## src/sv/bfa_pkg.sv

```systemverilog
// ----------------------------------------------------------------------------
// bfa_pkg
// Types, codes and command/status structs of the best-fit block allocator.
// ----------------------------------------------------------------------------
package bfa_pkg;

    localparam int ADDR_W    = 32;
    localparam int ALIGN_W   = 13;
    localparam int PAD_W     = 16;
    localparam int CFG_IDX_W = 3;
    localparam int DIV_W     = 33;

    localparam logic [CFG_IDX_W-1:0] CFG_DEF_ALIGN   = 3'd0;
    localparam logic [CFG_IDX_W-1:0] CFG_REGION_SIZE = 3'd1;
    localparam logic [CFG_IDX_W-1:0] CFG_REGION_BASE = 3'd2;
    localparam logic [CFG_IDX_W-1:0] CFG_SMALL_LIMIT = 3'd3;

    localparam logic [ALIGN_W-1:0] DEF_ALIGN_RST   = 13'd16;
    localparam logic [ADDR_W-1:0]  REGION_SIZE_RST = 32'd1048576;
    localparam logic [ADDR_W-1:0]  SMALL_LIMIT_RST = 32'd256;

    typedef enum logic [2:0] {
        ST_OK      = 3'd0,
        ST_NOFIT   = 3'd1,
        ST_SMALL   = 3'd2,
        ST_OUTSIDE = 3'd3,
        ST_FULL    = 3'd4,
        ST_UNKNOWN = 3'd5
    } status_t;

    typedef struct packed {
        logic [ADDR_W-1:0] start;
        logic [ADDR_W-1:0] len;
        logic [PAD_W-1:0]  pad;
        logic              taken;
    } entry_t;

    typedef enum logic [4:0] {
        OP_NONE, OP_LOAD, OP_SCAN, OP_DIV1, OP_PAD1, OP_DIV2, OP_PAD2, OP_FIT,
        OP_INS_INIT, OP_SH_RD, OP_SH_WR, OP_WR_NEW, OP_WR_BEST, OP_FREE_HIT,
        OP_RD_NEXT, OP_EV_NEXT, OP_RD_PREV, OP_EV_PREV, OP_RMN_INIT, OP_RMC_INIT,
        OP_WR_PREV, OP_WR_CUR, OP_DEC, OP_RES, OP_PUSH
    } op_t;

    typedef struct packed {
        op_t     op;
        status_t code;
    } cmd_t;

    typedef struct packed {
        logic func;
        logic host_req;
        logic outside;
        logic scan_done;
        logic found;
        logic div_busy;
        logic p_low;
        logic fits;
        logic split;
        logic full;
        logic merge_n;
        logic merge_p;
        logic sh_done;
        logic out_free;
    } sts_t;

endpackage

```

## src/sv/bfa_ctrl.sv

```systemverilog
// ----------------------------------------------------------------------------
// bfa_ctrl
// Sequencer for allocate and free requests.
// ----------------------------------------------------------------------------
module bfa_ctrl import bfa_pkg::*; (
    input  logic clk,
    input  logic rst_n,
    input  logic in_valid,
    output logic in_ready,
    input  sts_t sts,
    output cmd_t cmd
);

    typedef enum logic [23:0] {
        S_IDLE  = 24'h000001, S_CHK  = 24'h000002, S_SCAN = 24'h000004,
        S_SDEC  = 24'h000008, S_DIV1 = 24'h000010, S_PADC = 24'h000020,
        S_DIV2  = 24'h000040, S_FIT  = 24'h000080, S_FDEC = 24'h000100,
        S_SHR   = 24'h000200, S_SHW  = 24'h000400, S_WNEW = 24'h000800,
        S_WBEST = 24'h001000, S_FRN  = 24'h002000, S_FEN  = 24'h004000,
        S_FRP   = 24'h008000, S_FEP  = 24'h010000, S_FM   = 24'h020000,
        S_DECN  = 24'h040000, S_FP   = 24'h080000, S_RMC  = 24'h100000,
        S_DECC  = 24'h200000, S_OK   = 24'h400000, S_OUT  = 24'h800000
    } state_t;

    typedef enum logic [1:0] {PH_INS, PH_RMN, PH_RMC} phase_t;

    state_t state_reg, state_next;
    phase_t ph_reg, ph_next;

    always_ff @(posedge clk or negedge rst_n)
    begin
        if (!rst_n)
        begin
            state_reg <= S_IDLE;
            ph_reg    <= PH_INS;
        end
        else
        begin
            state_reg <= state_next;
            ph_reg    <= ph_next;
        end
    end

    always_comb
    begin
        state_next = state_reg;
        ph_next    = ph_reg;
        cmd.op     = OP_NONE;
        cmd.code   = ST_OK;
        unique case (state_reg)
            S_IDLE:
            begin
                if (in_valid)
                begin
                    cmd.op     = OP_LOAD;
                    state_next = S_CHK;
                end
            end
            S_CHK:
            begin
                if (sts.func ? sts.outside : sts.host_req)
                begin
                    cmd.op     = OP_RES;
                    cmd.code   = sts.func ? ST_OUTSIDE : ST_SMALL;
                    state_next = S_OUT;
                end
                else
                begin
                    state_next = S_SCAN;
                end
            end
            S_SCAN:
            begin
                if (sts.scan_done)
                begin
                    state_next = S_SDEC;
                end
                else
                begin
                    cmd.op = OP_SCAN;
                end
            end
            S_SDEC:
            begin
                if (!sts.found)
                begin
                    cmd.op     = OP_RES;
                    cmd.code   = sts.func ? ST_UNKNOWN : ST_NOFIT;
                    state_next = S_OUT;
                end
                else if (sts.func)
                begin
                    cmd.op     = OP_FREE_HIT;
                    state_next = S_FRN;
                end
                else
                begin
                    cmd.op     = OP_DIV1;
                    state_next = S_DIV1;
                end
            end
            S_DIV1:
            begin
                if (!sts.div_busy)
                begin
                    cmd.op     = OP_PAD1;
                    state_next = S_PADC;
                end
            end
            S_PADC:
            begin
                if (sts.p_low)
                begin
                    cmd.op     = OP_DIV2;
                    state_next = S_DIV2;
                end
                else
                begin
                    state_next = S_FIT;
                end
            end
            S_DIV2:
            begin
                if (!sts.div_busy)
                begin
                    cmd.op     = OP_PAD2;
                    state_next = S_FIT;
                end
            end
            S_FIT:
            begin
                cmd.op     = OP_FIT;
                state_next = S_FDEC;
            end
            S_FDEC:
            begin
                if (!sts.fits)
                begin
                    cmd.op     = OP_RES;
                    cmd.code   = ST_NOFIT;
                    state_next = S_OUT;
                end
                else if (sts.split && sts.full)
                begin
                    cmd.op     = OP_RES;
                    cmd.code   = ST_FULL;
                    state_next = S_OUT;
                end
                else if (sts.split)
                begin
                    cmd.op     = OP_INS_INIT;
                    ph_next    = PH_INS;
                    state_next = S_SHR;
                end
                else
                begin
                    cmd.op     = OP_WR_BEST;
                    state_next = S_OK;
                end
            end
            S_SHR:
            begin
                if (sts.sh_done)
                begin
                    unique case (ph_reg)
                        PH_INS:  state_next = S_WNEW;
                        PH_RMN:  state_next = S_DECN;
                        PH_RMC:  state_next = S_DECC;
                        default: state_next = S_IDLE;
                    endcase
                end
                else
                begin
                    cmd.op     = OP_SH_RD;
                    state_next = S_SHW;
                end
            end
            S_SHW:
            begin
                cmd.op     = OP_SH_WR;
                state_next = S_SHR;
            end
            S_WNEW:
            begin
                cmd.op     = OP_WR_NEW;
                state_next = S_WBEST;
            end
            S_WBEST:
            begin
                cmd.op     = OP_WR_BEST;
                state_next = S_OK;
            end
            S_FRN:
            begin
                cmd.op     = OP_RD_NEXT;
                state_next = S_FEN;
            end
            S_FEN:
            begin
                cmd.op     = OP_EV_NEXT;
                state_next = S_FRP;
            end
            S_FRP:
            begin
                cmd.op     = OP_RD_PREV;
                state_next = S_FEP;
            end
            S_FEP:
            begin
                cmd.op     = OP_EV_PREV;
                state_next = S_FM;
            end
            S_FM:
            begin
                if (sts.merge_n)
                begin
                    cmd.op     = OP_RMN_INIT;
                    ph_next    = PH_RMN;
                    state_next = S_SHR;
                end
                else
                begin
                    state_next = S_FP;
                end
            end
            S_DECN:
            begin
                cmd.op     = OP_DEC;
                state_next = S_FP;
            end
            S_FP:
            begin
                if (sts.merge_p)
                begin
                    cmd.op     = OP_WR_PREV;
                    state_next = S_RMC;
                end
                else
                begin
                    cmd.op     = OP_WR_CUR;
                    state_next = S_OK;
                end
            end
            S_RMC:
            begin
                cmd.op     = OP_RMC_INIT;
                ph_next    = PH_RMC;
                state_next = S_SHR;
            end
            S_DECC:
            begin
                cmd.op     = OP_DEC;
                state_next = S_OK;
            end
            S_OK:
            begin
                cmd.op     = OP_RES;
                cmd.code   = ST_OK;
                state_next = S_OUT;
            end
            S_OUT:
            begin
                if (sts.out_free)
                begin
                    cmd.op     = OP_PUSH;
                    state_next = S_IDLE;
                end
            end
            default:
            begin
                state_next = S_IDLE;
            end
        endcase
    end

    assign in_ready = (state_reg == S_IDLE);

endmodule

```

## config.mk

```make
export PLATFORM = sky130hd
export DESIGN_NAME = bfa_ctrl
export DESIGN_NICKNAME = d
export VERILOG_FILES = /design/src/sv/bfa_pkg.sv /design/src/sv/bfa_ctrl.sv
export SDC_FILE = /design/constraint.sdc
export NUM_CORES = 1
export LEC_CHECK = 0
export ABC_AREA = 1
export BUFFER_PORTS_ARGS = -buffer_cell sky130_fd_sc_hd__buf_2
export CORE_MARGIN = 5
export CORE_UTILIZATION = 50
export DETAILED_ROUTE_END_ITERATION = 7
export HOLD_SLACK_MARGIN = 0.15
export PLACE_DENSITY_LB_ADDON = 0.12
export SYNTH_ARGS = -nofsm -noshare
export SYNTH_HDL_FRONTEND = slang
export SYNTH_SLANG_ARGS = --single-unit
```

## constraint.sdc

```tcl
create_clock -name clk -period 3.7 [get_ports clk]
set_clock_uncertainty 0.15 [all_clocks]
set_input_delay 0.925 -clock clk [delete_from_list [all_inputs] [get_ports clk]]
set_output_delay 0.925 -clock clk [all_outputs]
set_load 0.01 [all_outputs]
```

* Word-level counts from Yosys, hierarchy flattened *
Index checks and enable logic that the tools add are counted.

storage, ports and cells
  output and inout bits = 9
  register bits = 26
  word-level logic and storage cells = 89
  bits of input ports = 17

operators by class
  multiplexer cells = 44
  eq/ne operators = 35
  reduce and logical (&&, ||, !) cells = 8

operator list
  kind                                              count
  case mux 24 bit (22 select lines)                 1
  2-to-1 mux 24 bit                                 10
  case mux 5 bit (23 select lines)                  1
  case mux 22 bit (3 select lines)                  1
  2-to-1 mux 23 bit                                 2
  == test 24 x 1 -> 1 bit (second input constant)   1
  == test 24 x 10 -> 1 bit (second input constant)  1
  == test 24 x 11 -> 1 bit (second input constant)  1
  == test 24 x 12 -> 1 bit (second input constant)  1
  == test 24 x 13 -> 1 bit (second input constant)  1
  == test 24 x 14 -> 1 bit (second input constant)  1
  == test 24 x 15 -> 1 bit (second input constant)  1
  == test 24 x 16 -> 1 bit (second input constant)  1
  == test 24 x 17 -> 1 bit (second input constant)  1
  == test 24 x 18 -> 1 bit (second input constant)  1
  == test 24 x 19 -> 1 bit (second input constant)  1
  == test 24 x 2 -> 1 bit (second input constant)   1
  == test 24 x 20 -> 1 bit (second input constant)  1
  == test 24 x 21 -> 1 bit (second input constant)  1
  == test 24 x 22 -> 1 bit (second input constant)  1
  == test 24 x 23 -> 1 bit (second input constant)  1
  == test 24 bit (second input constant)            1
  == test 24 x 3 -> 1 bit (second input constant)   1
  == test 24 x 4 -> 1 bit (second input constant)   1
  other kinds (23)                                  53

* Depth between registers and ports, before layout *
Gate-level depths: netlist (run 1).

  depth after elaboration = 4
  depth in mapped cells = 12

* Worst setup path before layout (run 1) *
No wires, ideal clock.

  path type = flip-flop to output port
  start point = register state_reg[4]
  end point = output port cmd[2] (netlist name)
  setup slack = 1094 ps
  path buffers = 0
  cell stages (with the launch flop) = 8
  arrival time = 1531 ps
  cells stage by stage = dfrtp_1 nor2_4 nand2_4 nor2_8 nand2_8 nor2_4 inv_2 o32ai_1

RTL lines
  what                    RTL line        source
  from (decl)             bfa_ctrl.sv:27  state_t state_reg, state_next;
  from (signal assigned)  bfa_ctrl.sv:39  state_reg <= state_next;
  to (decl)               bfa_ctrl.sv:11  output cmd_t cmd

==> results.tsv, run 1 <==
metric	value	unit
cts_tree	done	
hold_path.class	flip-flop to flip-flop	
setup_violations	0	
ys_warn_count	0	
placedCellCount	356	
clock_latency	0.28	ns
crit_path_max_incr_delay	0.41	ns
dpl.hpwl	4040	µm
synth.ff_latch_count	26	
drive_above_1_share	22.1	%
yosysSeqAreaShare	33.1	%
htree_num_levels	1	
grt_pass1_wl	8090	µm
ys_top_cells_by_area	dfrtp_1 (32%), nor2_1 (12%), nand3_1 (8.9%), nand2_1 (8.0%), inv_1 (7.6%)	
power_density	405	nW/µm²
clkSinkCount	26	
synth_fp_nets	300	
wl_met1	2400	µm
path_class	flip-flop to output port	
worst_path_dominant_cell_family	simple AND/OR/NAND/NOR gates	
grt_pass1_vias	1764	
clock.fmax	308	MHz
worst_path_max_delay_cell	dfrtp_1	
final_cell_mix	nor2_1 (62), nand2_1 (42), inv_1 (40), nand3_1 (35)	
outcome	completed	
path_common_cell	nand2_2	
rsz0062_at_grt	false	
fp.dieH	72.8	µm
endpoint_kind	output port	
cts_made_buffers	3	
yosys.cell_types.count	31	
diodes	0	
syn-cell-area	1970	µm²
final_cells	360	
synthCells	283	
arrival	2.17	ns
cts.clk_slew.worst_paths	0.10	ns
place_congestion	0.995	
worstMarginPinSlew	0.602	ns
ctsResizeCount	0	
vias_per_cell	5.35	
power.total	895	µW
drtIter0Drc	85	
antenna_found_initial	0	
yosys.area.top_type	dfrtp_1	
fin_ws	0.452	ns
wl_met3	269	µm
setup-tns-final	0	ns
vdd_drop_max	0.245	mV
final_hold_viol_count	0	
core_area	3740	µm²
cts_setup_buffers	0	
num_rows	22	
io_pins	26	
dr.pass1.iters	4	
maxCapViolations	0	
mostFrequentLayoutCell	nor2_1	
postLayoutCoreUtil	59.1	%
place_ws	0.748	ns
cp_data_required_time	2.62	ns
synth_top_area_share	31.7	%
whs	0.355	ns
io_buffers	25	
drtAntennaViolNets	0	
slew_headroom	59.8	%
areaGrowthSynthToFinish	12.2	%
clk_path_buf_depth	2	
routed_wl	4900	µm
vias	1927	
finalCritPeriodShare	87.8	%
avgSynthCellArea	6.96	µm²
chipWidth	72.8	µm
clockRootBuffer	clkbuf_8	
die_area	5300	µm²
crit_chain	nor2_2 -> nand2_2 -> nor2_8 -> nand2_4 -> inv_2 -> nand2_2 -> o21ai_0 -> nor3_1 -> nand3_1 -> buf_2	
cp_max_fo	10	
dr_wl_met2	2190	µm
placed_area	2160	µm²
start_util	52.6	%
worst-path-buf-inv	2	
power.leakage	1.21	nW
cts-hold-fix-buffers	0	
start_kind	flip-flop	
nFillCells	377	
drc	0	
fin_nets	330	
gr-usage-all-layers	19.5	%
post_drt_wl_per_cell	13.6	µm
grt.overflow.total	0	
grt_max_degree	27	
maxUsedRoutingLayer	met4	
fin_area	2210	µm²
final_max_slew_viol_count	0	
largest_reg_flops	24	
finalCriticalPeriod	3.25	ns
[Yosys cell counts]
cell type / instances
nand4_1: 10
o221ai_1: 1
dfrtp_1: 25
nand3_1: 35
nor3_1: 3
inv_2: 3
a22oi_1: 1
nor2_1: 62
nor2_2: 10
o32ai_1: 1
o22ai_1: 2
or2_2: 1
nand2_1: 42
a31oi_1: 2
nand2_4: 4
o211ai_1: 1
nor4_1: 1
nand2_2: 5
nor2_8: 3
a21oi_2: 2
inv_1: 40
nor2_4: 7
or2_4: 1
a21oi_1: 4
nand2_8: 1
nand3_2: 2
o21ai_1: 1
o21ai_0: 6
nand3b_1: 5
o31ai_1: 1
dfstp_2: 1
[worst paths after layout]
path                                            from                   endpoint  slack, ns  cells after the start
max                        state_reg[15]$_DFFE_PN0P_                     cmd[5]       0.45                     10
min                            ph_reg[0]$_DFFE_PN0P_  state_reg[21]$_DFFE_PN0P_       0.36                      1
max reg2reg                 state_reg[1]$_DFFE_PN0P_      ph_reg[0]$_DFFE_PN0P_       1.66                      8
min reg2reg                    ph_reg[0]$_DFFE_PN0P_  state_reg[21]$_DFFE_PN0P_       0.36                      1
max in group asynchronous                      rst_n  state_reg[16]$_DFFE_PN0P_       2.51                      1
min in group asynchronous                      rst_n   state_reg[3]$_DFFE_PN0P_       0.49                      1
[per-layer routing]
layer,up-vias,GRT usage [%]
met1,884,28.2
met3,5,3.03
met5,-,0
met4,0,4.10
met2,60,30.9
li1,978,-
[report_power, final]
| part | switching (mW) | internal (mW) |
|---|---|---|
| sequential | 0.0158 | 0.306 |
| combinational | 0.256 | 0.125 |
| clock | 0.0967 | 0.0954 |
[cells by family after synthesis]
| logic type | count (synthesis) | synth area share (%) |
|---|---|---|
| flops | 26 | 33.1 |
| compound gates | 22 | 6.98 |
| simple gates | 192 | 51.7 |
| buf+inv | 43 | 8.19 |
[final cells by class]
type                       instances  area (µm²)  share of cell area (%)
sequential                        26         652                    29.5
clock buffer                       4        55.1                    2.49
inverter                          43         161                    7.30
tap                               48        60.1                    2.72
multi-input combinational        214        1160                    52.3
timing repair buffer              25         125                    5.66
No activity file was read; power rests on OpenSTA's default activity.
==> run 2, diff against run 1 <==
--- a/config.mk
+++ b/config.mk
@@ -14,2 +14,3 @@
 export PLACE_DENSITY_LB_ADDON = 0.12
+export SLEW_MARGIN = 20
 export SYNTH_ARGS = -nofsm -noshare
==> constraint.sdc (replaced) <==
create_clock -name clk -period 3.7 [get_ports clk]
set_clock_uncertainty 0.15 [all_clocks]
set_input_delay 0.74 -clock clk [delete_from_list [all_inputs] [get_ports clk]]
set_output_delay 0.74 -clock clk [all_outputs]
set_load 0.01 [all_outputs]
==> results.tsv, run 2 (synthesized netlist as in run 1, its figures left out) <==
metric	value	unit	change
outcome	completed		
fp.dieH	72.8	µm	unchanged
place_congestion	0.963		-3.2%
routed_wl	4800	µm	-2.0%
ctsResizeCount	0		unchanged
cts.clk_slew.worst_paths	0.09	ns	about the same
cp_max_fo	10		unchanged
fin_ws	0.706	ns	+0.254 ns
nFillCells	381		+1.1%
clock.fmax	334	MHz	+8.5%
vias_per_cell	5.20		-2.8%
grt_pass1_wl	8040	µm	-0.68%
hold_path.class	input port to async pin		
htree_num_levels	1		unchanged
final_max_slew_viol_count	0		unchanged
drive_above_1_share	22.1	%	unchanged
cts-hold-fix-buffers	0		unchanged
clockRootBuffer	clkbuf_8		
arrival	2.10	ns	-0.07 ns
io_pins	26		unchanged
cts_tree	done		
rr_endpoint	state_reg[0]$_DFFE_PN1P_		
maxCapViolations	0		unchanged
grt.overflow.total	0		unchanged
clock_latency	0.27	ns	about the same
slew_headroom	61.2	%	+1.4 points
dpl.hpwl	4040	µm	-0.21%
final_cell_mix	nor2_1 (62), nand2_1 (42), inv_1 (40), nand3_1 (35)		
clk_path_buf_depth	2		unchanged
power_density	399	nW/µm²	-1.4%
die_area	5300	µm²	unchanged
setup-tns-final	0	ns	unchanged
drtAntennaViolNets	0		unchanged
chipWidth	72.8	µm	unchanged
crit_path_max_incr_delay	0.41	ns	about the same
regArea	652	µm²	unchanged
mostFrequentLayoutCell	nor2_1		
clkSinkCount	26		unchanged
rsz0062_at_grt	false		
path_class	flip-flop to output port		
placedCellCount	356		unchanged
areaGrowthSynthToFinish	12.2	%	unchanged
vdd_drop_max	0.289	mV	+18%
final_cells	360		unchanged
r2r_slack	1.65	ns	about the same
finalCritPeriodShare	80.9	%	-6.9 points
vias	1873		-2.8%
drtIter0Drc	114		+34%
power.leakage	1.21	nW	unchanged
core_area	3740	µm²	unchanged
multi_input_area	1160	µm²	unchanged
post_drt_wl_per_cell	13.3	µm	-2.0%
cts_made_buffers	3		unchanged
place_ws	1.02	ns	+0.276 ns
start_kind	flip-flop		
num_rows	22		unchanged
io_buffers	25		unchanged
r2r-start	state_reg[0]$_DFFE_PN1P_		
rr_worst_depth	12		+4
cp_data_required_time	2.81	ns	+0.19 ns
finalCriticalPeriod	2.99	ns	-0.254 ns
worst_path_max_delay_cell	dfrtp_1		
dr.pass1.iters	4		unchanged
crit_chain	nor2_2 -> nand2_2 -> nor2_8 -> nand3b_1 -> nor2_1 -> inv_1 -> nand2_1 -> nor3_1 -> nand4_1 -> buf_2		
cts_setup_buffers	0		unchanged
setup_violations	0		unchanged
diodes	0		unchanged
start_util	52.6	%	unchanged
worstMarginPinSlew	0.581	ns	-0.0211 ns
grt_max_degree	27		unchanged
endpoint_kind	output port		
largest_reg_flops	24		unchanged
antenna_found_initial	0		unchanged
final_hold_viol_count	0		unchanged
fin_nets	330		unchanged
gr-usage-all-layers	19.6	%	+0.029 points
drc	0		unchanged
grt_pass1_vias	1743		-1.2%
run 2: cell counts in the layout (fill, tap and decap cells not counted):
Identical to the previous run, type by type.
run 2: final cells by class:
cell class | count | share of cell area [%]
Timing Repair Buffer | 25 | 5.66
Tap cell | 48 | 2.72
Multi-Input combinational cell | 214 | 52.3
Inverter | 43 | 7.30
Clock buffer | 4 | 2.49
Sequential cell | 26 | 29.5
run 2: how the worst max path moves through the flow:
| stage | start | to |
|---|---|---|
| CTS | state_reg[2]$_DFFE_PN0P_ | cmd[4] |
| finish | state_reg[2]$_DFFE_PN0P_ | cmd[4] |
| global route | state_reg[15]$_DFFE_PN0P_ | cmd[5] |
| floorplan | state_reg[4]$_DFFE_PN0P_ | cmd[2] |
| global placement | state_reg[4]$_DFFE_PN0P_ | cmd[4] |
| detailed placement | state_reg[2]$_DFFE_PN0P_ | cmd[4] |
run 2: metal layers:
layer / part of all wire [%] / vias to the layer above / global-route usage [%] / wire [µm]
li1: - / 980 / - / -
met1: 51 / 842 / 29.7 / 2450
met2: 43 / 46 / 29.7 / 2090
met3: 4.7 / 5 / 2.20 / 225
met4: 0.87 / 0 / 4.30 / 42
met5: 0 / - / 0 / 0
run 2: stage by stage:
stage | cell area, µm² | hold slack (ns) | power [mW] | utilization [%]
CTS | 2210 | 0.328 | 0.888 | 59.1
finish | 2210 | 0.303 | 0.883 | 59.1
floorplan | 1970 | 0.294 | 0.609 | -
detailed placement | 2160 | 0.322 | 0.706 | 57.6
global placement | 2160 | 0.321 | 0.700 | 57.6
global route | 2210 | 0.351 | 0.949 | 59.1
run 2: critical path, delay by kind of cell (launching register included):
| family | cells | cell delay [ns] |
|---|---|---|
| and+or+nand+nor | 8 | 1.17 |
| DFF | 1 | 0.41 |
| buffers and inverters | 2 | 0.25 |
run 2: power breakdown:
part | switching [mW] | total, mW | leakage (nW) | internal, mW
sequential | 0.0136 | 0.320 | 0.351 | 0.306
combinational | 0.256 | 0.381 | 0.833 | 0.125
clock | 0.0873 | 0.182 | 0.0288 | 0.0951
total | 0.357 | 0.883 | 1.21 | 0.526
